[src/bfgr_pkg.sv]
// Shared types, codes and helpers for the bitmap font glyph renderer.
`timescale 1ns / 1ps
`default_nettype none

package bfgr_pkg;

    localparam int STORE_DEPTH   = 1024;
    localparam int STORE_AW      = 10;
    localparam int QUEUE_DEPTH   = 4;
    localparam int CFG_IDX_BITS  = 3;
    localparam int CFG_DATA_BITS = 32;

    localparam logic [7:0] NEWLINE_CODE = 8'd10;
    localparam logic [3:0] MAX_WIDTH    = 4'd8;

    typedef enum logic [1:0] {
        REQ_TEXT   = 2'd0,
        REQ_GLYPH  = 2'd1,
        REQ_CURSOR = 2'd2,
        REQ_FONT   = 2'd3
    } t_req;

    typedef enum logic [CFG_IDX_BITS-1:0] {
        CFG_FIRST_CODE       = 3'd0,
        CFG_LAST_CODE        = 3'd1,
        CFG_CELL_WIDTH       = 3'd2,
        CFG_SCALE_FACTOR     = 3'd3,
        CFG_GLYPH_GAP        = 3'd4,
        CFG_PAINT_BACKGROUND = 3'd5,
        CFG_FORE_COLOR       = 3'd6,
        CFG_BACK_COLOR       = 3'd7
    } t_cfg_idx;

    typedef struct packed {
        logic [1:0] req_type;
        logic [7:0] char_code;
        logic       text_start;
        logic [15:0] pos_x;
        logic [15:0] pos_y;
        logic [9:0] font_address;
        logic [7:0] font_row;
    } t_in_beat;

    typedef struct packed {
        logic [15:0] cell_x;
        logic [15:0] cell_y;
        logic [31:0] cell_color;
        logic        last_cell;
    } t_out_beat;

    typedef struct packed {
        logic [7:0] first_code;
        logic [7:0] last_code;
        logic [3:0] cell_width;
        logic [3:0] scale_factor;
        logic [3:0] glyph_gap;
        logic       paint_background;
    } t_cfg;

    function automatic logic [3:0] eff_width(input logic [3:0] width);
        return (width > MAX_WIDTH) ? MAX_WIDTH : width;
    endfunction

endpackage

`default_nettype wire

[src/bfgr_queue.sv]
// Short command queue between the front end and the drawing engine.
`timescale 1ns / 1ps
`default_nettype none

module bfgr_queue import bfgr_pkg::*; #(
    parameter int WIDTH = 51
) (
    input  logic             i_clk,
    input  logic             i_rst_n,
    input  logic             i_push,
    input  logic [WIDTH-1:0] i_data,
    output logic             o_full,
    input  logic             i_pop,
    output logic             o_valid,
    output logic [WIDTH-1:0] o_data
);

    localparam int QPW = $clog2(QUEUE_DEPTH);

    logic [WIDTH-1:0] r_mem [QUEUE_DEPTH];
    logic [QPW-1:0]   r_wr_ptr, r_rd_ptr;
    logic [QPW:0]     r_count;
    logic             do_push, do_pop;

    assign o_full  = (r_count == (QPW+1)'(QUEUE_DEPTH));
    assign o_valid = (r_count != '0);
    assign o_data  = r_mem[r_rd_ptr];
    assign do_push = i_push && !o_full;
    assign do_pop  = i_pop && o_valid;

    always_ff @(posedge i_clk) begin
        if (do_push) begin
            r_mem[r_wr_ptr] <= i_data;
        end
    end

    always_ff @(posedge i_clk) begin
        if (!i_rst_n) begin
            r_wr_ptr <= '0;
            r_rd_ptr <= '0;
            r_count  <= '0;
        end else begin
            if (do_push) begin
                r_wr_ptr <= r_wr_ptr + 1'b1;
            end
            if (do_pop) begin
                r_rd_ptr <= r_rd_ptr + 1'b1;
            end
            case ({do_push, do_pop})
                2'b10:   r_count <= r_count + 1'b1;
                2'b01:   r_count <= r_count - 1'b1;
                default: r_count <= r_count;
            endcase
        end
    end

endmodule

`default_nettype wire

[config.mk]
export PLATFORM = sky130hd
export DESIGN_NAME = bfgr_queue
export DESIGN_NICKNAME = d
export VERILOG_FILES = /design/src/bfgr_pkg.sv /design/src/bfgr_queue.sv
export SDC_FILE = /design/constraint.sdc
export NUM_CORES = 1
export LEC_CHECK = 0
export BUFFER_PORTS_ARGS = -buffer_cell sky130_fd_sc_hd__clkbuf_2
export CAP_MARGIN = 20
export CORE_MARGIN = 2
export CORE_UTILIZATION = 45
export DETAILED_ROUTE_END_ITERATION = 6
export PLACE_DENSITY = 0.64
export RECOVER_POWER = 25
export SLEW_MARGIN = 30
export SYNTH_ARGS = -nofsm -noshare
export SYNTH_HDL_FRONTEND = slang
export SYNTH_SLANG_ARGS = --single-unit
[constraint.sdc]
create_clock -name i_clk -period 6.7 [get_ports i_clk]
set_clock_uncertainty 0.2 [all_clocks]
set_input_delay 1.005 -clock i_clk [delete_from_list [all_inputs] [get_ports i_clk]]
set_output_delay 1.005 -clock i_clk [all_outputs]
set_load 0.01 [all_outputs]
== Word level (Yosys, flattened, before mapping) ==
Memories as Yosys holds them, arrays and structs flattened. A register that Yosys moved wholly into a read port is not among the register bits.
Index checks and enable logic that the tools add are counted.

* Flip-flop bits (word level): 7
* Bits in writable memories: 204
* Bits of input ports: 55
* Output and inout bits: 53
* Logic and storage cells: 21
* Memories kept: 1

{| class="wikitable"
|+ Memories
! name !! words !! width !! rd ports !! clocked after memory_dff !! write ports !! line !! source
|-
| r_mem || 4 || 51 || 1 || 1 || 1 || bfgr_queue.sv:20 || <nowiki>logic [WIDTH-1:0] r_mem [QUEUE_DEPTH];</nowiki>
|}

* $add $sub $neg: 4
* Equality and inequality tests: 3
* Muxes and demuxes: 5
* Reduce and logical (&&, ||, !) cells: 5

{| class="wikitable"
|+ Operator list
! kind !! count
|-
| case mux 3 bit (2 select lines) || 1
|-
| adder 2 x 1 -> 2 bit (second input constant) || 2
|-
| 2-to-1 mux 2 bit || 2
|-
| adder 3 x 1 -> 3 bit (second input constant) || 1
|-
| == test 3 bit (second input constant) || 1
|-
| nonzero test 3 bit || 1
|-
| subtractor 3 x 1 -> 3 bit (second input constant) || 1
|-
| == test 2 x 1 -> 1 bit (second input constant) || 1
|-
| == test 2 bit (second input constant) || 1
|-
| logical AND 1 bit || 2
|-
| 2-to-1 mux 1 bit || 2
|-
| nonzero test 2 bit || 1
|-
| logical NOT 1 bit || 1
|}

== Depth between registers and ports, before layout ==
Gate-level depths: netlist of run 1.

* Word-level depth: 5
* Gate-level depth with buffers: 10
* Gate-level depth less buffers: 9

== Worst setup path before layout of run 1 ==
OpenSTA, ideal clock, no wires.

* Kind: in2reg
* From: input i_push
* To: memory r_mem[0][0] (enable)
* Setup time: 0.414 ns
* Arrival time: 2.505 ns
* Path slack: 3.582 ns
* Cell stages on the path: 3
* Buffers on the path: 1
* Cells stage by stage: nor2b_1 > buf_2 > and2_1

* Cells in the longest elaborated chain, start to end: 3

{| class="wikitable"
|+ Ends and longest elaborated chain
! item !! line !! source
|-
| start, declared || bfgr_queue.sv:10 || <nowiki>input logic i_push,</nowiki>
|-
| logical AND 1 bit || bfgr_queue.sv:28 || <nowiki>assign do_push = i_push && !o_full;</nowiki>
|-
| 2-to-1 mux 1 bit || bfgr_queue.sv:32 || <nowiki>if (do_push) begin</nowiki>
|-
| 2-to-1 mux 1 bit (not written as such) || bfgr_queue.sv:33 || <nowiki>r_mem[r_wr_ptr] <= i_data;</nowiki>
|-
| end, declared || bfgr_queue.sv:20 ||
|}

No other way between the ends.

==> impl_metrics.csv, run 1 <==
group,metric,value,unit
die,die-area,18700,µm²
die,rows,48,
grt,grt_pass1_vias,3850,
finish,fill_cells,1373,
status,outcome,"finished clean",
route,wirelength,13400,µm
clocking,cts_sinks,213,
placed_design,portBuffers,107,
finish,drive_gt1_share,36.6,%
timing,grt_setup_unrepaired,"false",
clocking,cts_resized,0,
power,p_int,0.00273,W
power,max-vdd-ir-drop,0.227,mV
clocking,cts_hold_buf,0,
grt,grtUsageTotal,15.0,%
synthesis,ys_types,24,
die,die_w,137,µm
route,ant_nets,0,
die,initial_utilization,45.9,%
synthesis,synth_nets,380,
synthesis,syn-instance-count,319,
grt,antenna_found_initial,0,
timing,setup_tns,0,ns
die,core,17200,µm²
timing,period_needed,3.53,ns
grt,grt_max_degree,52,
clocking,clk_pin_slew,0.06,ns
route,wl_per_cell,19.7,µm
clocking,clockRootBuffer,"clkbuf_16",
setup_path,worstReg2RegStart,"r_count[2]$_SDFFE_PN0P_",
synthesis,ys_seq_area_share,79.7,%
setup_path,cp_data_required_time,5.49,ns
power,seqPwrFrac,46.7,%
setup_path,worstSetupEndpointType,"primary output",
placed_design,place_congestion,0.660,
die,num_io_pins,108,
grt,grt_overflow_total,0,
power,switching_share,24.9,%
setup_path,r2r-end,"r_count[2]$_SDFFE_PN0P_",
power,combPwrFrac,20.4,%
die,die_h,137,µm
clocking,postCtsSetupBuffers,0,
worst_hold_path,hp-class,"reg -> reg",
setup_path,worstPathMaxFanout,29,
route,dr_total_vias,3534,
timing,hold_ws,0.307,ns
route,dr.pass1.iters,4,
timing,fmax,0.283,GHz
clocking,htreeDepth,1,
setup_path,rrSetupSlack,4.30,ns
setup_path,cp_slowest_stage_delay,0.76,ns
setup_path,cp-start-kind,"register",
route,dr.first_iter.drc_count,214,
placed_design,dp_hpwl,7490,µm
power,leakage,3.08,nW
finish,num-nets-final,503,
grt,grt_pass1_wl,21000,µm
synthesis,synth.cell_area,7920,µm²
timing,slew_viol_final,0,
finish,antennaDiodeCount,0,
power,power.net_switching,0.000906,W
clocking,insertion_delay,0.49,ns
setup_path,r2r_cells,9,
route,vias_per_cell,5.19,
job,maxCapViolCount,0,
finish,syn2layout_area_growth,17.9,%
synthesis,syn_avg_cell_area,24.8,µm²
setup_path,arrival,2.32,ns
setup_path,crit_chain,"buf_4, mux4_2, clkbuf_2",
synthesis,yosys_warnings,0,
clocking,cts_tree,"done",
timing,tightest_slew,0.812,ns
timing,finalHoldViolCount,0,
route,route.detailed.drc,0,
clocking,cts_inserted_buffers,22,
timing,relSlewSlack,45.9,%
setup_path,worstSetupPathType,"reg -> out",
power,p_clk_share,32.9,%
synthesis,ys_seq_elements,213,
power,power_density,390,nW/µm²
timing,fin_crit_sh,52.7,%
setup_path,slowest_stage,"dfxtp_2",
timing,setup_viol,0,
clocking,clockBufferDepth,3,
setup_path,endpoint,"o_data[14]",
[critical path: cells and delay by family, from the launching register on]
kind,cells,cell delay [ns]
DFF,1,0.76
buffers and inverters,2,0.66
muxes,1,0.40
[kinds of logic after synthesis]
logic type      share of synthesized area [%]
buf+inv                                  2.17
fa+ha+maj                                1.04
simple gates                             1.34
flops                                    79.7
xor+xnor                                0.443
compound gates                          0.537
mux                                      14.8
[cell type report]
cell class / count / area (µm²) / area share, %
inverter: 6 / 22.5 / 0.241
multi-input combinational: 86 / 1440 / 15.5
clock buffer: 29 / 598 / 6.41
tap: 225 / 282 / 3.02
clock inverter: 9 / 119 / 1.27
timing repair buffer: 113 / 559 / 5.99
sequential: 213 / 6310 / 67.6
[worst min-delay path by stage]
stage | from | end | cells past startpoint
after global placement | r_wr_ptr[1]$_SDFFE_PN0P_ | r_wr_ptr[1]$_SDFFE_PN0P_ | 2
after CTS | r_wr_ptr[0]$_SDFFE_PN0P_ | r_wr_ptr[0]$_SDFFE_PN0P_ | 2
after global routing | r_wr_ptr[0]$_SDFFE_PN0P_ | r_wr_ptr[0]$_SDFFE_PN0P_ | 2
final | r_wr_ptr[0]$_SDFFE_PN0P_ | r_wr_ptr[0]$_SDFFE_PN0P_ | 2
after floorplan | r_wr_ptr[1]$_SDFFE_PN0P_ | r_wr_ptr[1]$_SDFFE_PN0P_ | 2
after detailed placement | r_wr_ptr[0]$_SDFFE_PN0P_ | r_wr_ptr[0]$_SDFFE_PN0P_ | 2
[routing by layer]
metal	GRT usage [%]	up-vias	routed length [µm]
met2	25.2	93	6770
met4	3.82	0	229
met5	0	-	0
met3	4.15	23	938
li1	-	1583	-
met1	19.5	1835	5460
[metrics by stage]
step                      setup slack [ns]  cell area [µm²]  power (W)  utilization (%)  std cells
after CTS                             3.09             9380    0.00370             54.4        681
after floorplan                       3.58             7920    0.00226                -        319
after global routing                  3.02             9340    0.00381             54.2        681
final                                 3.17             9340    0.00364             54.2        681
after global placement                3.54             8630    0.00247             50.1        642
after detailed placement              3.62             8660    0.00250             50.2        643
[power by group through the flow]
stage | Clock (W) | Combinational, W | Sequential [W]
2_1_floorplan | 0 | 0.000598 | 0.00167
3_3_place_gp | 0 | 0.000692 | 0.00177
3_5_place_dp | 0 | 0.000767 | 0.00173
4_1_cts | 0.00123 | 0.000770 | 0.00170
5_1_grt | 0.00128 | 0.000811 | 0.00172
6_report | 0.00120 | 0.000744 | 0.00170
[registers in the layout (all words and copies together) (netlist names), named ones only]
| register | cells |
|---|---|
| r_mem | 204 |
| r_count | 3 |
| r_rd_ptr | 2 |
| r_wr_ptr | 2 |
[cell usage after synthesis]
cell type	instances	area (µm²)
nand2_1	5	18.8
nor3b_2	1	12.5
edfxtp_1	204	6130
a21boi_0	1	7.51
buf_6	1	11.3
buf_1	1	3.75
or3_1	2	12.5
mux4_2	50	1130
o31a_1	1	8.76
xor2_1	1	8.76
o21ai_0	2	10.0
fa_1	1	20.0
clkbuf_1	1	3.75
buf_2	6	30.0
mux4_1	1	26.3
dfxtp_1	9	180
nor2b_1	3	18.8
xnor2_1	3	26.3
ha_1	5	62.6
o311ai_2	1	16.3
mux2i_1	2	20.0
inv_1	6	22.5
buf_12	5	100
and2_1	7	43.8
[placed cells by master (no fill, tap or decap), types with 2 or more instances in the layout]
cell	count
and2_1	3
and2_2	4
buf_4	5
bufinv_16	3
clkbuf_1	39
clkbuf_16	23
clkbuf_2	74
clkinv_1	3
clkinv_2	2
dfxtp_1	7
edfxtp_1	204
ha_1	5
inv_1	6
mux2i_1	2
mux4_2	50
nand2_1	5
nor2b_1	3
o21ai_0	2
or3_1	2
xnor2_1	3
Power figures use the tool's default switching activity.
==> run 2: changes to the inputs <==
--- a/config.mk
+++ b/config.mk
@@ -5,12 +5,13 @@
 export SDC_FILE = /design/constraint.sdc
 export NUM_CORES = 1
 export LEC_CHECK = 0
+export ABC_AREA = 1
 export BUFFER_PORTS_ARGS = -buffer_cell sky130_fd_sc_hd__clkbuf_2
 export CAP_MARGIN = 20
 export CORE_MARGIN = 2
 export CORE_UTILIZATION = 45
 export DETAILED_ROUTE_END_ITERATION = 6
-export PLACE_DENSITY = 0.64
+export PLACE_DENSITY = 0.66
 export RECOVER_POWER = 25
 export SLEW_MARGIN = 30
 export SYNTH_ARGS = -nofsm -noshare
==> constraint.sdc (replaced) <==
create_clock -name i_clk -period 3.2 [get_ports i_clk]
set_clock_uncertainty 0.2 [all_clocks]
set_input_delay 0.48 -clock i_clk [delete_from_list [all_inputs] [get_ports i_clk]]
set_output_delay 0.48 -clock i_clk [all_outputs]
set_load 0.01 [all_outputs]
==> impl_metrics.csv, run 2 <==
group,metric,value,unit
placed_design,dp_hpwl,9850,µm
clocking,cts_tree,"done",
synthesis,ys_seq_elements,213,
setup_path,cp_data_required_time,2.52,ns
synthesis,synth_nets,623,
synthesis,syn_avg_cell_area,14.4,µm²
finish,mostFrequentLayoutCell,"edfxtp_1",
timing,hold_ws,0.0514,ns
clocking,clk_pin_slew,0.06,ns
finish,layout_common_cells,"edfxtp_1, nor2_1, clkbuf_2, o21ai_1, o22ai_1",
setup_path,worstPathMaxFanout,27,
setup_path,arrival,2.27,ns
die,die_h,138,µm
timing,finalHoldViolCount,0,
die,initial_utilization,46.4,%
placed_design,place_area,8830,µm²
route,wl_per_cell,18.0,µm
synthesis,ys_seq_area_share,78.1,%
route,wirelength,16900,µm
power,finalPower,0.00739,W
finish,seqCellArea,6310,µm²
clocking,cts_resized,0,
finish,largest_reg_flops,204,
synthesis,ys_types,19,
die,die-area,19000,µm²
synthesis,synth_top_area_share,75.8,%
timing,setup_tns,0,ns
route,ant_nets,0,
grt,grtUsageTotal,17.6,%
timing,fmax,0.339,GHz
grt,grt_max_degree,103,
synthesis,synthTopCellsByCount,"edfxtp_1, nor2_1, o21ai_1",
finish,fill_cells,1436,
placed_design,portBuffers,107,
route,dr.first_iter.drc_count,313,
placed_design,place_congestion,0.740,
timing,grt_setup_unrepaired,"false",
finish,drive_gt1_share,17.5,%
power,leakage,3.40,nW
grt,grt_pass1_wl,25600,µm
clocking,insertion_delay,0.49,ns
setup_path,cp-start-kind,"register",
power,max-vdd-ir-drop,0.356,mV
synthesis,yosysMostFrequentCell,"edfxtp_1",
timing,relSlewSlack,50.8,%
route,dr.pass1.iters,5,
grt,grt_pass1_vias,4853,
synthesis,async_reset_ff_share,0,%
die,num_io_pins,108,
timing,slew_viol_final,0,
setup_path,worstSetupPathType,"reg -> out",
finish,final_cell_area,9720,µm²
clocking,htreeDepth,1,
synthesis,yosys_warnings,0,
setup_path,worstSetupEndpointType,"primary output",
grt,grt_overflow_total,0,
synthesis,synth_area_leaders,"edfxtp_1, nor2_1, o22ai_1",
grt,antenna_found_initial,1,
power,power_density,761,nW/µm²
die,rows,48,
clocking,clockRootBuffer,"clkbuf_16",
placed_design,place_inst,874,
route,route.detailed.drc,0,
clocking,clockBufferDepth,3,
finish,syn2layout_area_growth,20.3,%
die,die_w,138,µm
status,outcome,"finished clean",
synthesis,syn-instance-count,562,
synthesis,synth.cell_area,8080,µm²
worst_hold_path,hp-class,"in -> reg",
job,maxCapViolCount,0,
synthesis,synth_edf_count,204,
timing,setup_viol,0,
die,core,17400,µm²
clocking,cts_inserted_buffers,22,
timing,period_needed,2.95,ns
clocking,cts_sinks,213,
finish,num-nets-final,761,
synthesis,synth_top_area_cell,"edfxtp_1",
finish,instances_no_fill,941,
timing,fin_crit_sh,92.2,%
finish,reg_top3,"r_mem x204, r_count x3",
finish,regMostFlops,"r_mem",
route,dr_total_vias,4977,
route,vias_per_cell,5.29,
clocking,cts_hold_buf,27,
timing,tightest_slew,0.737,ns
synthesis,ys.flop_type,"edfxtp_1",
clocking,postCtsSetupBuffers,0,
finish,multi_input_comb_area,1480,µm²
[run 2: routing by layer]
metal / GRT usage (%) / share of wire (%) / vias to the layer above
li1: - / - / 2370
met1: 24.1 / 44 / 2451
met2: 28.9 / 47 / 141
met3: 4.53 / 7.3 / 15
met4: 3.74 / 0.96 / 0
met5: 0 / 0 / -
[run 2: cells by family after synthesis]
logic type	synth area share (%)
fa+ha+maj	1.02
compound gates	10.7
simple gates	6.24
buf+inv	3.95
flops	78.1
[run 2: stage by stage]
stage | utilization, % | setup slack (ns)
final | 55.8 | 0.251
after global routing | 55.8 | 0.0952
after CTS | 56.0 | 0.178
after detailed placement | 50.7 | 0.709
after global placement | 50.7 | 0.686
after floorplan | - | -0.202
[run 2: path summary, 6_finish.rpt]
path | startpoint | end | slack [ns] | cells past startpoint
min reg2reg | r_rd_ptr[1]$_SDFFE_PN0P_ | register | 0.30 | 2
min | i_rst_n | r_count[2]$_SDFFE_PN0P_ | 0.05 | 3
max reg2reg | r_count[1]$_SDFFE_PN0P_ | r_count[2]$_SDFFE_PN0P_ | 1.02 | 12
max | register | o_data[22] | 0.25 | 5
[run 2: area by class of cell]
| cell class | instances | share of cell area, % |
|---|---|---|
| Timing Repair Buffer | 146 | 9.52 |
| Inverter | 19 | 0.747 |
| Clock inverter | 12 | 0.541 |
| Multi-Input combinational cell | 298 | 15.2 |
| Clock buffer | 27 | 6.08 |
| Antenna cell | 1 | 0.0258 |
| Sequential cell | 213 | 64.9 |
| Tap cell | 225 | 2.90 |
[run 2: power by group]
part,switching (W),total [W],internal (W)
clock network,0.000980,0.00228,0.00130
registers,0.0000796,0.00340,0.00332
logic,0.00113,0.00172,0.000586
[run 2: critical path, stage by stage, from the launching register on]
cell      delay, ns
dfxtp_2        0.49
inv_2          0.48
buf_4          0.31
o21ai_1        0.09
o22ai_1        0.21
clkbuf_2       0.19
