File: src/bfgr_pkg.sv
// Shared types, codes and helpers for the bitmap font glyph renderer.
`timescale 1ns / 1ps
`default_nettype none

package bfgr_pkg;

    localparam int STORE_DEPTH   = 1024;
    localparam int STORE_AW      = 10;
    localparam int QUEUE_DEPTH   = 4;
    localparam int CFG_IDX_BITS  = 3;
    localparam int CFG_DATA_BITS = 32;

    localparam logic [7:0] NEWLINE_CODE = 8'd10;
    localparam logic [3:0] MAX_WIDTH    = 4'd8;

    typedef enum logic [1:0] {
        REQ_TEXT   = 2'd0,
        REQ_GLYPH  = 2'd1,
        REQ_CURSOR = 2'd2,
        REQ_FONT   = 2'd3
    } t_req;

    typedef enum logic [CFG_IDX_BITS-1:0] {
        CFG_FIRST_CODE       = 3'd0,
        CFG_LAST_CODE        = 3'd1,
        CFG_CELL_WIDTH       = 3'd2,
        CFG_SCALE_FACTOR     = 3'd3,
        CFG_GLYPH_GAP        = 3'd4,
        CFG_PAINT_BACKGROUND = 3'd5,
        CFG_FORE_COLOR       = 3'd6,
        CFG_BACK_COLOR       = 3'd7
    } t_cfg_idx;

    typedef struct packed {
        logic [1:0] req_type;
        logic [7:0] char_code;
        logic       text_start;
        logic [15:0] pos_x;
        logic [15:0] pos_y;
        logic [9:0] font_address;
        logic [7:0] font_row;
    } t_in_beat;

    typedef struct packed {
        logic [15:0] cell_x;
        logic [15:0] cell_y;
        logic [31:0] cell_color;
        logic        last_cell;
    } t_out_beat;

    typedef struct packed {
        logic [7:0] first_code;
        logic [7:0] last_code;
        logic [3:0] cell_width;
        logic [3:0] scale_factor;
        logic [3:0] glyph_gap;
        logic       paint_background;
    } t_cfg;

    function automatic logic [3:0] eff_width(input logic [3:0] width);
        return (width > MAX_WIDTH) ? MAX_WIDTH : width;
    endfunction

endpackage

`default_nettype wire

File: src/bfgr_front.sv
// Front end: accepts beats, tracks the cursor and queues draw and font-load commands.
`timescale 1ns / 1ps
`default_nettype none

module bfgr_front import bfgr_pkg::*; #(
    parameter int FONT_SLOTS = 128,
    parameter int GLYPH_ROWS = 8,
    parameter int COORD_BITS = 16
) (
    input  logic                                  i_clk,
    input  logic                                  i_rst_n,
    input  t_cfg                                  i_cfg,
    input  logic                                  i_in_valid,
    input  t_in_beat                              i_in_data,
    output logic                                  o_in_stall,
    input  logic                                  i_q_full,
    output logic                                  o_q_push,
    output logic [2*COORD_BITS+STORE_AW+8:0]      o_q_data
);

    logic [COORD_BITS-1:0] r_cur_x, r_cur_y, r_line_x;
    logic [COORD_BITS-1:0] n_cur_x, n_cur_y, n_line_x;
    logic [COORD_BITS-1:0] px, py, line_x;
    logic [COORD_BITS-1:0] cmd_x, cmd_y;
    logic [STORE_AW-1:0]   cmd_addr, base;
    logic                  cmd_font;
    logic                  accept, present, scale_on;
    logic [3:0]            width;
    logic [7:0]            slot;
    logic [17:0]           slot_prod;
    logic [4:0]            wg, rg;
    logic [8:0]            adv, lf_adv;

    always_comb begin
        accept    = i_in_valid && !i_q_full;
        scale_on  = (i_cfg.scale_factor != 4'd0);
        width     = eff_width(i_cfg.cell_width);
        slot      = i_in_data.char_code - i_cfg.first_code;
        present   = (i_in_data.char_code >= i_cfg.first_code)
                 && (i_in_data.char_code <= i_cfg.last_code)
                 && ({1'b0, slot} < 9'(FONT_SLOTS));
        slot_prod = 18'(slot) * 18'(GLYPH_ROWS);
        base      = slot_prod[STORE_AW-1:0];
        wg        = {1'b0, width} + {1'b0, i_cfg.glyph_gap};
        rg        = 5'(GLYPH_ROWS) + {1'b0, i_cfg.glyph_gap};
        adv       = 9'(wg) * 9'(i_cfg.scale_factor);
        lf_adv    = 9'(rg) * 9'(i_cfg.scale_factor);
        px        = COORD_BITS'(i_in_data.pos_x);
        py        = COORD_BITS'(i_in_data.pos_y);
        line_x    = i_in_data.text_start ? r_cur_x : r_line_x;

        n_cur_x   = r_cur_x;
        n_cur_y   = r_cur_y;
        n_line_x  = r_line_x;
        o_q_push  = 1'b0;
        cmd_font  = 1'b0;
        cmd_x     = r_cur_x;
        cmd_y     = r_cur_y;
        cmd_addr  = base;

        if (accept) begin
            case (i_in_data.req_type)
                REQ_TEXT: begin
                    if (scale_on) begin
                        n_line_x = line_x;
                        if (i_in_data.char_code == NEWLINE_CODE) begin
                            n_cur_x = line_x;
                            n_cur_y = r_cur_y + COORD_BITS'(lf_adv);
                        end else if (present) begin
                            o_q_push = 1'b1;
                            n_cur_x  = r_cur_x + COORD_BITS'(adv);
                        end
                    end
                end
                REQ_GLYPH: begin
                    if (scale_on && present) begin
                        o_q_push = 1'b1;
                        cmd_x    = px;
                        cmd_y    = py;
                        n_cur_x  = px + COORD_BITS'(adv);
                        n_cur_y  = py;
                    end
                end
                REQ_CURSOR: begin
                    n_cur_x = px;
                    n_cur_y = py;
                end
                REQ_FONT: begin
                    o_q_push = 1'b1;
                    cmd_font = 1'b1;
                    cmd_addr = i_in_data.font_address;
                end
                default: begin
                end
            endcase
        end
    end

    assign o_in_stall = i_q_full;
    assign o_q_data   = {cmd_font, cmd_x, cmd_y, cmd_addr, i_in_data.font_row};

    always_ff @(posedge i_clk) begin
        if (!i_rst_n) begin
            r_cur_x  <= '0;
            r_cur_y  <= '0;
            r_line_x <= '0;
        end else begin
            r_cur_x  <= n_cur_x;
            r_cur_y  <= n_cur_y;
            r_line_x <= n_line_x;
        end
    end

endmodule

`default_nettype wire

File: config.mk
export PLATFORM = sky130hd
export DESIGN_NAME = bfgr_front
export DESIGN_NICKNAME = d
export VERILOG_FILES = /design/src/bfgr_pkg.sv /design/src/bfgr_front.sv
export SDC_FILE = /design/constraint.sdc
export NUM_CORES = 1
export LEC_CHECK = 0
export ABC_AREA = 1
export BUFFER_PORTS_ARGS = -buffer_cell sky130_fd_sc_hd__buf_4
export CORE_MARGIN = 10
export CORE_UTILIZATION = 35
export DETAILED_ROUTE_END_ITERATION = 7
export SYNTH_ARGS = -nofsm -noshare
export SYNTH_HDL_FRONTEND = slang
export SYNTH_SLANG_ARGS = --single-unit
File: constraint.sdc
create_clock -name i_clk -period 7.55 [get_ports i_clk]
set_input_delay 0.3775 -clock i_clk [delete_from_list [all_inputs] [get_ports i_clk]]
set_output_delay 0.3775 -clock i_clk [all_outputs]
set_load 0.03 [all_outputs]
Word level (Yosys, flattened, before mapping)
Cells that the tools add are included.

storage, ports and cells
  register bits after elaboration = 48
  output and inout bits = 53
  word-level logic and storage cells = 60

cells by class
  $add $sub $neg = 6
  multiply operators = 2
  order comparisons = 4
  equal/unequal tests = 8
  multiplexer cells = 26
  reduce and logical (&&, ||, !) cells = 11

operators with widths
  kind                                                count
  two-way mux 16 bit                                  13
  one-hot mux 16 bit (3 select lines)                 2
  adder 16 x 9 -> 16 bit                              3
  two-way mux 10 bit                                  2
  multiplier 5 x 4 -> 9 bit                           2
  == test 8 x 4 -> 1 bit (second input constant)      1
  >= comparator 8 bit                                 1
  <= comparator 8 bit                                 1
  less-than comparator 8 bit (second input constant)  1
  subtractor 8 bit                                    1
  two-way mux 1 bit                                   7
  inequality test 2 bit (second input constant)       3
  adder 4 x 4 -> 5 bit                                1
  adder 4 x 4 -> 5 bit (first input constant)         1
  AND reduction 5 bit                                 1
  == test 2 bit (second input constant)               2
  > comparator 4 bit (second input constant)          1
  logical AND 1 bit                                   4
  two-way mux 4 bit                                   1
  AND reduction 4 bit                                 1
  nonzero test 4 bit                                  1
  inequality test 3 bit (second input constant)       1
  one-hot mux 1 bit (3 select lines)                  1
  AND reduction 3 bit                                 1
  4 further kinds                                     4

Longest topological paths before layout
Gate-level depths: netlist of the first run.

  depth in word-level cells = 9
  gate-level depth with buffers = 31
  depth with buffers taken out = 31

Worst setup path before layout of the first run
OpenSTA, ideal clock, no wires.

  kind = input to register
  from = in i_cfg[9] (netlist name)
  to = reg r_cur_x[15]
  arrival time = 4938 ps
  data required time = 7480 ps
  slack = 2541 ps
  cell stages on the path = 26
  path buffers = 0
  cell sequence = inv_1 > nor2_1 > ha_1 > fa_1 > xor2_1 > nand2_1 > fa_1 > inv_1 > fa_1 > inv_1 > fa_1 > o21ai_0 > a21o_1 > a21oi_1 > xnor2_1 > ha_1 > a21oi_1 > or2_2 > or2_2 > nand2_1 > nand2_1 > nand3_1 > nand3_1 > nand2_1 > nand2_1 > a21oi_1

between the ends
  word-level cells in the longest chain between the ends = 9
  elaborated cells on any way between the ends = 11
  classes of those cells = add/sub: 3; mul: 1; order compare: 1; mux: 6

ends and longest elaborated chain
  item                                     RTL line           source
  from (decl)                              bfgr_front.sv:12   input t_cfg i_cfg,
  > comparator 4 bit                       bfgr_pkg.sv:61     return (width > MAX_WIDTH) ? MAX_WIDTH : width;
  two-way mux 4 bit (*)                    bfgr_pkg.sv:61
  adder 4 x 4 -> 5 bit (*)                 bfgr_front.sv:44   wg = {1'b0, width} + {1'b0, i_cfg.glyph_gap};
  multiplier 5 x 4 -> 9 bit (*)            bfgr_front.sv:46   adv = 9'(wg) * 9'(i_cfg.scale_factor);
  adder 16 x 9 -> 16 bit                   bfgr_front.sv:71   n_cur_x = r_cur_x + COORD_BITS'(adv);
  two-way mux 16 bit                       bfgr_front.sv:69   end else if (present) begin
  two-way mux 16 bit                       bfgr_front.sv:66   if (i_in_data.char_code == NEWLINE_CODE) begin
  two-way mux 16 bit                       bfgr_front.sv:64   if (scale_on) begin
  one-hot mux 16 bit (3 select lines) (*)  bfgr_front.sv:62   case (i_in_data.req_type)
  to (signal assigned)                     bfgr_front.sv:108  r_cur_x <= n_cur_x;
  to (decl)                                bfgr_front.sv:21   logic [COORD_BITS-1:0] r_cur_x, r_cur_y, r_line_x;

Mark *: on every way between the ends. The rest lies on a longest branch, timed or not. The select of a mux whose other input is x is not followed.
A chain may end at the register's enable or synchronous reset.

Worst setup path after layout of the first run
Ends and elaborated chain as after synthesis.

==> flow_metrics.tcl, run 1 <==
set metrics [dict create \
    status "finished clean" \
    cts_tree "built" \
    drt-total-wl_um 23500 \
    rsz0062_at_grt "no" \
    clk_pin_slew_ns 0.07 \
    syn_area_um2 7210 \
    grt_pass1_vias 7458 \
    max_freq_mhz 188 \
    die_area_um2 26700 \
    area_delta_synth_final_pct 16.9 \
    dp_slack_ns 1.91 \
    n_antenna_cell 0 \
    critical_path_required_ns 7.78 \
    worstSetupStartpointType "input pin" \
    gp_congestion 0.932 \
    relSlewSlack_pct 19.3 \
    clock_sinks 48 \
    cts_setup_buffers 0 \
    worst_pin_slew_ns 1.21 \
    start_util_pct 35.6 \
    cts_root_buf "clkbuf_16" \
    dp.final_hpwl_um 18200 \
    finalCritPeriodShare_pct 70.6 \
    postRouteAntennaNets 0 \
    p_leak_nw 4.46 \
    power_density_nw_per_um2 153 \
    setup_viol 0 \
    ctsHoldBuffers 0 \
    cap_violations 0 \
    drc 0 \
    io_pins 147 \
    min_period_ns 5.33 \
    drtPass1Iterations 5 \
    drive_above_1_share_pct 12.6 \
    yosysWarnings 0 \
    hold_path_class "in -> reg" \
    crit_slowest_cell "fa_1" \
    core_um2 20200 \
    power.total_mw 1.29 \
    critPathMaxFanout 7 \
    endpoint_kind "flop" \
    cts_buffer_depth 2 \
    synthArstFlopShare_pct 0 \
    ys_types 42 \
    h-tree-depth 2 \
    setup_tns_ns 0 \
    syn_area_per_cell_um2 5.93 \
    die_h_um 164 \
    max-vdd-ir-drop_v 0.000121 \
    reg2reg_from "r_cur_y[3]$_SDFFE_PN0P_" \
    syn_nets 1409 \
    criticalPathCategory "in -> reg" \
    clk_latency_ns 0.31 \
    antenna_found_initial 0 \
    drv_slew 0 \
    grt_pass1_wl_um 38200 \
    cp-startpoint "i_cfg[9]" \
    chipWidth_um 164 \
    wl_per_cell_um 14.9 \
    cts_resized 0 \
    max_stage_delay_ns 0.56 \
    skew_ns 0.00654 \
    rows 52 \
    crit_top_cell "nand2_1" \
    critPathBufInv 4 \
    cts_made_buffers 5 \
    synth-seq-area-share_pct 13.3 \
    synth_ff_type "dfxtp_1" \
    hold_ws_ns 0.431 \
    hold_violations 0 \
    hold_start "i_in_data[29]" \
    synth_edf_count 0 \
    drt_iter0_drc 611 \
    vias 7927 \
    viasPerCell 5.02 \
    synth_seq_cells 48 \
    nets 1499 \
    track_usage_pct 17.2 \
    cp.arrival_ns 5.56 \
    cp_top_family "adder cells" \
    fin_ws_ns 2.22 \
    globalRouteOverflowTotal 0 \
    io_buffers 129 \
    grt_max_degree 35 \
    utilization_pct 41.7 \
    syn_inst 1217 \
]
## path summary, 6_finish.rpt
| kind | end | slack (ns) | cells after the start |
|---|---|---|---|
| setup reg to reg | r_cur_y[14]$_SDFFE_PN0P_ | 4.92 | 12 |
| hold / removal | r_cur_y[11]$_SDFFE_PN0P_ | 0.43 | 5 |
| hold reg to reg | r_line_x[10]$_SDFFE_PN0P_ | 0.45 | 2 |
| setup / recovery | r_cur_x[15]$_SDFFE_PN0P_ | 2.22 | 27 |
## placed cells by master, fill, tap and decap left out, types with 8 or more instances in the layout
cell	count
a21oi_1	99
buf_4	134
dfxtp_1	48
fa_1	22
ha_1	76
inv_1	172
nand2_1	362
nand3_1	99
nand4_1	8
nor2_1	82
nor3_1	10
o211ai_1	9
o21ai_0	111
or2_2	8
xnor2_1	13
xor2_1	13
## sequential cells by signal (all words and copies together) (netlist names)
register	count
r_line_x	16
r_cur_y	16
r_cur_x	16
## per-stage QoR
stage          instances  area, µm²
6_report            1578       8430
5_1_grt             1578       8430
4_1_cts             1578       8430
3_5_place_dp        1570       8290
3_3_place_gp        1570       8290
2_1_floorplan       1217       7210
## routing by layer
layer  GRT usage, %  part of all wire [%]  vias up
met3           3.25                   7.2       19
met4           4.43                   1.5        0
met2           26.8                    42      236
li1               -                     -     4097
met5              0                     0        -
met1           23.7                    49     3575
## synthesized netlist by cell type, types with 2 or more instances
master / count / area (µm²)
inv_1: 172 / 646
inv_2: 2 / 7.51
a21o_1: 4 / 30.0
buf_4: 10 / 75.1
clkbuf_1: 25 / 93.8
xnor2_1: 13 / 114
o22ai_1: 3 / 18.8
buf_1: 3 / 11.3
nand2_2: 3 / 18.8
nor2_1: 82 / 308
dfxtp_1: 48 / 961
nor3_1: 10 / 50.1
nand3_1: 99 / 495
nand4_1: 8 / 50.1
a21oi_1: 99 / 495
buf_6: 4 / 45.0
nand3b_1: 3 / 22.5
xor2_1: 13 / 114
mux2_4: 2 / 30.0
clkinv_1: 2 / 7.51
buf_2: 8 / 40.0
or2_2: 8 / 50.1
o21ai_0: 111 / 556
fa_1: 22 / 440
ha_1: 76 / 951
o211ai_1: 9 / 67.6
nand2_1: 362 / 1360
nand3_2: 2 / 20.0
## worst min-delay path: cells and delay by family
family          cells  cell delay [ns]
compound gates      1             0.06
simple gates        3             0.19
buf+inv             1             0.08
## where the power goes
part / internal [mW] / switching (mW)
sequential: 0.264 / 0.0124
combinational: 0.285 / 0.483
clock: 0.124 / 0.118
total: 0.673 / 0.613
## final cells by class
| class | instances | area [µm²] |
|---|---|---|
| fill | 2215 | 11800 |
| multi-input combinational | 942 | 5320 |
| timing repair buffer | 134 | 1010 |
| sequential | 48 | 961 |
| inverter | 176 | 661 |
| tap | 270 | 338 |
| clock buffer | 6 | 129 |
| clock inverter | 2 | 16.3 |
## logic make-up after synthesis
| group | count (synthesis) | share of synthesized area (%) |
|---|---|---|
| AO/OA/AOI/OAI | 234 | 17.3 |
| adder cells (fa/ha/maj) | 98 | 19.3 |
| flip-flops | 48 | 13.3 |
| other | 1 | 0.0520 |
| XOR/XNOR | 26 | 3.16 |
| buffers and inverters | 227 | 12.9 |
| multiplexers | 2 | 0.416 |
| AND/OR/NAND/NOR | 581 | 33.5 |
Note: power is estimated with default switching activity, not from simulation.
==> inputs of run 2 (changes only) <==
==> constraint.sdc (replaced) <==
create_clock -name i_clk -period 4.7 [get_ports i_clk]
set_input_delay 0.235 -clock i_clk [delete_from_list [all_inputs] [get_ports i_clk]]
set_output_delay 0.235 -clock i_clk [all_outputs]
set_load 0.03 [all_outputs]
==> run 2 against run 1 <==
  * Sequential power increased by 61%
  * Combinational power increased by 110%
  * Die area unchanged
  * Clock power increased by 63%
  * Highest routed layer unchanged
  * Core utilization increased by 4.0 points
  * Sequential share of layout area decreased by 0.99 points
  * Via count increased by 3.2%
  * First-iteration DRC count increased by 11%
  * Non-clock buffer count increased by 50
  * Count of clock-buffer cells in the layout unchanged
  * Critical path depth unchanged
==> flow_metrics.tcl, run 2 (synthesis gave the netlist of run 1 again) <==
set metrics [dict create \
    r2r-end "r_cur_y[14]$_SDFFE_PN0P_" \
    finalCritPeriodShare_pct 95.9 \
    min_period_ns 4.51 \
    endpoint_kind "flop" \
    ctsHoldBuffers 0 \
    core_um2 20200 \
    h-tree-depth 2 \
    drive_above_1_share_pct 21.3 \
    area_delta_synth_final_pct 28.1 \
    criticalPathCategory "in -> reg" \
    mostFrequentLayoutCells "347 x nand2_1, 183 x buf_4, 166 x inv_1, 101 x o21ai_0, 90 x nand3_1" \
    use_met3_pct 3.05 \
    drc 0 \
    setup_viol 0 \
    cp.arrival_ns 4.74 \
    swShare_pct 44.9 \
    gp_congestion 0.892 \
    reg2reg_from "r_cur_y[3]$_SDFFE_PN0P_" \
    finalInstanceArea_um2 9240 \
    worst_pin_slew_ns 1.12 \
    max_freq_mhz 222 \
    cts_root_buf "clkbuf_16" \
    fin_ws_ns 0.195 \
    r2r_cells 12 \
    drt-total-wl_um 24200 \
    vias 8179 \
    clock_sinks 48 \
    drv_slew 0 \
    grt_pass1_wl_um 38800 \
    max_stage_delay_ns 0.52 \
    layout_commonest_cell "nand2_1" \
    io_pins 147 \
    hold_path_class "in -> reg" \
    cts_buffer_depth 2 \
    start_util_pct 35.6 \
    wl_per_cell_um 14.9 \
    crit_top_cell "nand2_1" \
    grt_busiest_layer "met2" \
    chipWidth_um 164 \
    clk_latency_ns 0.31 \
    utilization_pct 45.6 \
    skew_ns 0.00887 \
    grt_pass1_vias 7676 \
    cap_violations 0 \
    hold_start "i_in_data[29]" \
    die_area_um2 26700 \
    p_leak_nw 4.76 \
    critical_path_required_ns 4.93 \
    critPathMaxFanout 4 \
    rows 52 \
    dp_slack_ns -0.352 \
    crit_slowest_cell "fa_1" \
    drtPass1Iterations 5 \
    io_buffers 129 \
    max-vdd-ir-drop_v 0.000215 \
    viasPerCell 5.02 \
    clk_pin_slew_ns 0.07 \
    rsz0062_at_grt "yes" \
    worstSetupStartpointType "input pin" \
    hold_violations 0 \
    clockPowerShare_pct 16.0 \
    post_dp_cell_area_um2 8660 \
    grt_util_met2_pct 27.7 \
    largestRegisters "r_cur_x x16, r_cur_y x16, r_line_x x16" \
    power.switching_mw 1.11 \
    die_h_um 164 \
    postRouteAntennaNets 0 \
    ff2ff_setup_slack_ns 2.08 \
    relSlewSlack_pct 25.6 \
    cts_made_buffers 5 \
    p_comb_share_pct 66.0 \
    status "finished clean" \
    worstHoldPathCells 5 \
    drt_iter0_drc 676 \
    track_usage_pct 17.4 \
    n_antenna_cell 0 \
    globalRouteOverflowTotal 0 \
    holdPathEnd "r_cur_y[11]$_SDFFE_PN0P_" \
    dp.final_hpwl_um 18900 \
    power_density_nw_per_um2 269 \
    antenna_found_initial 0 \
    grt.met1_usage_pct 24.0 \
    cts_tree "built" \
    internal-power_mw 1.37 \
    grt_max_degree 35 \
    nets 1549 \
    pwr-share-seq_pct 18.0 \
]
run 2: cell types whose count changed in the layout (fill, tap and decap cells not counted), sizes merged:
cell,change
clkinv,-1
clkinvlp,+1
buf,+50
run 2: how the worst max path moves through the flow:
stage / startpoint / endpoint / slack, ns / cells after the start
4_1_cts: i_cfg[9] / r_cur_x[12]$_SDFFE_PN0P_ / 0.02 / 30
2_1_floorplan: i_cfg[9] / r_cur_x[15]$_SDFFE_PN0P_ / 0.02 / 26
3_3_place_gp: i_cfg[9] / r_cur_x[15]$_SDFFE_PN0P_ / -0.30 / 29
6_report: i_cfg[9] / r_cur_x[15]$_SDFFE_PN0P_ / 0.19 / 27
3_5_place_dp: i_cfg[9] / r_cur_x[15]$_SDFFE_PN0P_ / -0.35 / 29
5_1_grt: i_cfg[9] / r_cur_x[12]$_SDFFE_PN0P_ / -0.07 / 30
run 2: per-stage QoR:
step	TNS [ns]	instances	power [mW]	hold slack, ns
floorplan	0	1217	1.36	0.373
global placement	-1.97	1617	1.87	0.432
detailed placement	-2.42	1617	1.88	0.436
CTS	0	1625	2.29	0.282
global route	-0.418	1628	2.70	0.312
finish	0	1628	2.48	0.285
run 2: metal layers:
layer / up-vias / wire length [µm] / share of wire [%]
li1: 4191 / - / -
met1: 3749 / 11700 / 48
met2: 222 / 10700 / 44
met3: 17 / 1650 / 6.8
met4: 0 / 230 / 0.95
met5: - / 0 / 0
run 2: power groups by stage:
stage	clock network (mW)	registers [mW]	logic (mW)
2_1_floorplan	0	0.446	0.913
3_3_place_gp	0	0.454	1.42
3_5_place_dp	0	0.454	1.42
4_1_cts	0.405	0.445	1.44
5_1_grt	0.423	0.449	1.83
6_report	0.397	0.446	1.64
run 2: repair_timing:
action,CTS,global route
cloned,0,0
buffers inserted,0,3
setup endpoints to repair,2,11
pin swaps,1,50
resized for setup,1,91
run 2: area by class of cell:
cell class / instances / area [µm²]
Fill cell: 2148 / 11000
Multi-Input combinational cell: 942 / 5740
Timing Repair Buffer: 184 / 1390
Sequential cell: 48 / 961
Inverter: 176 / 661
Tap cell: 270 / 338
Clock buffer: 6 / 139
Clock inverter: 2 / 15.0
run 2: critical path: cells and delay by family:
kind	cells	cell delay [ns]
AOI/OAI and AO/OA	5	0.60
xor gates and xnor gates	2	0.35
adders and majority gates	6	2.31
buffers and inverters	4	0.23
and+or+nand+nor	10	1.02
==> inputs of run 3 (changes only) <==
--- a/config.mk
+++ b/config.mk
@@ -6,10 +6,11 @@
 export NUM_CORES = 1
 export LEC_CHECK = 0
 export ABC_AREA = 1
-export BUFFER_PORTS_ARGS = -buffer_cell sky130_fd_sc_hd__buf_4
+export BUFFER_PORTS_ARGS = -buffer_cell sky130_fd_sc_hd__buf_2
 export CORE_MARGIN = 10
 export CORE_UTILIZATION = 35
 export DETAILED_ROUTE_END_ITERATION = 7
+export RECOVER_POWER = 25
 export SYNTH_ARGS = -nofsm -noshare
 export SYNTH_HDL_FRONTEND = slang
 export SYNTH_SLANG_ARGS = --single-unit
==> run 3 against run 2 <==
  * Core utilization is 1.2 points lower
  * Clock skew hardly changed
  * Total power is 3.5% higher
  * Cell count stayed put
  * Cell area is 2.6% lower
  * Wire length fell by 0.33%
  * Sequential power about the same
  * Setup slack worse by 0.020 ns
  * Die area is the same
  * Non-clock buffer count is 1 higher
  * Largest power group unchanged
  * Highest routed layer unchanged
==> flow_metrics.tcl, run 3 (synthesis gave the netlist of run 1 again) <==
set metrics [dict create \
    status "finished clean" \
    drtPass1Iterations 5 \
    cts_made_buffers 5 \
    hold_start "i_in_data[29]" \
    setup_tns_ns 0 \
    cts_buffer_depth 2 \
    cts_tree "built" \
    layout_commonest_cell "nand2_1" \
    globalRouteOverflowTotal 0 \
    die_area_um2 26700 \
    fin_ws_ns 0.174 \
    chipWidth_um 164 \
    largestRegisters "r_cur_x x16, r_cur_y x16, r_line_x x16" \
    power_density_nw_per_um2 285 \
    max_stage_delay_ns 0.54 \
    worst_pin_slew_ns 1.29 \
    io_buffers 129 \
    power.total_mw 2.57 \
    core_um2 20200 \
    rows 52 \
    io_pins 147 \
    vias 8150 \
    drv_slew 0 \
    drt_iter0_drc 572 \
    r2r_cells 12 \
    finalCritPeriodShare_pct 96.3 \
    h-tree-depth 2 \
    finalInstanceArea_um2 9000 \
    cap_violations 0 \
    n_antenna_cell 0 \
    r2r-end "r_cur_y[14]$_SDFFE_PN0P_" \
    postRouteAntennaNets 0 \
    grt_pass1_wl_um 38800 \
    holdPathEnd "r_cur_y[11]$_SDFFE_PN0P_" \
    viasPerCell 5.01 \
    endpoint_kind "flop" \
    drive_above_1_share_pct 21.9 \
    track_usage_pct 17.5 \
    grt_pass1_vias 7750 \
    gp_congestion 0.904 \
    cts_root_buf "clkbuf_16" \
    drt-total-wl_um 24100 \
    hold_violations 0 \
    min_period_ns 4.53 \
    reg2reg_from "r_cur_y[3]$_SDFFE_PN0P_" \
    worstHoldPathCells 5 \
    relSlewSlack_pct 14.2 \
    num-fill-cells 2154 \
    area_delta_synth_final_pct 24.8 \
    crit_slowest_cell "fa_1" \
    max_freq_mhz 221 \
    wl_per_cell_um 14.8 \
    nets 1550 \
    worstSetupStartpointType "input pin" \
    criticalPathCategory "in -> reg" \
    p_leak_nw 4.74 \
    hold_path_class "in -> reg" \
    die_h_um 164 \
    clock_sinks 48 \
    dp.final_hpwl_um 18800 \
    clk_latency_ns 0.30 \
    ff2ff_setup_slack_ns 2.04 \
    critical_path_required_ns 4.93 \
    skew_ns 0.00918 \
    start_util_pct 35.6 \
    cp.arrival_ns 4.75 \
    crit_top_cell "nand2_1" \
    grt_max_degree 35 \
    setup_viol 0 \
    hold_ws_ns 0.299 \
    antenna_found_initial 0 \
    max-vdd-ir-drop_v 0.000195 \
    clk_pin_slew_ns 0.07 \
    drc 0 \
    post_dp_cell_area_um2 8350 \
    mostFrequentLayoutCells "345 x nand2_1, 164 x inv_1, 125 x buf_2, 100 x o21ai_0, 89 x nand3_1" \
    critPathMaxFanout 3 \
    dp_slack_ns -0.404 \
    rsz0062_at_grt "yes" \
]
==> run 3: routing by layer <==
metal | track usage [%] | vias up | share of wire, %
met5 | 0 | - | 0
met1 | 23.5 | 3672 | 46
li1 | - | 4198 | -
met2 | 28.0 | 256 | 45
met3 | 3.52 | 24 | 7.9
met4 | 4.14 | 0 | 1.2
==> run 3: how the worst max path moves through the flow <==
stage	cells past startpoint	to	startpoint	slack, ns
3_3_place_gp	29	r_cur_x[15]$_SDFFE_PN0P_	i_cfg[9]	-0.30
3_5_place_dp	29	r_cur_x[15]$_SDFFE_PN0P_	i_cfg[9]	-0.40
2_1_floorplan	26	r_cur_x[15]$_SDFFE_PN0P_	i_cfg[9]	0.02
4_1_cts	27	r_cur_x[15]$_SDFFE_PN0P_	i_cfg[9]	0.04
6_report	27	r_cur_x[15]$_SDFFE_PN0P_	i_cfg[9]	0.17
5_1_grt	28	r_cur_x[15]$_SDFFE_PN0P_	i_cfg[9]	-0.12
==> run 3: what timing repair did <==
item,4_1_cts,5_1_grt
hold buffers,0,0
buffers inserted,1,2
cloned,0,0
pin swaps,2,70
resized for setup,3,108
setup endpoints to repair,5,10
==> run 3: layout make-up <==
cell class / instances / area [µm²] / area share (%)
tap: 270 / 338 / 3.75
multi-input combinational: 942 / 5780 / 64.3
sequential: 48 / 961 / 10.7
inverter: 176 / 661 / 7.34
timing repair buffer: 185 / 1070 / 11.9
clock inverter: 2 / 60.1 / 0.667
clock buffer: 5 / 125 / 1.39
==> run 3: critical path: cells and delay by family <==
kind / cells / cell delay, ns
buffers and inverters: 4 / 0.23
XOR/XNOR: 2 / 0.34
AO/OA/AOI/OAI: 5 / 0.61
AND/OR/NAND/NOR: 10 / 0.96
adder cells (fa/ha/maj): 6 / 2.36
==> run 3: through the flow <==
step           utilization, %  cells
2_1_floorplan               -   1217
3_3_place_gp             41.3   1619
3_5_place_dp             41.3   1619
4_1_cts                  42.3   1627
5_1_grt                  44.5   1628
6_report                 44.5   1628
==> run 3: power breakdown <==
part / switching [mW] / total (mW) / internal, mW
Combinational: 0.930 / 1.64 / 0.711
Sequential: 0.0219 / 0.447 / 0.425
Clock: 0.179 / 0.481 / 0.303
Total: 1.13 / 2.57 / 1.44
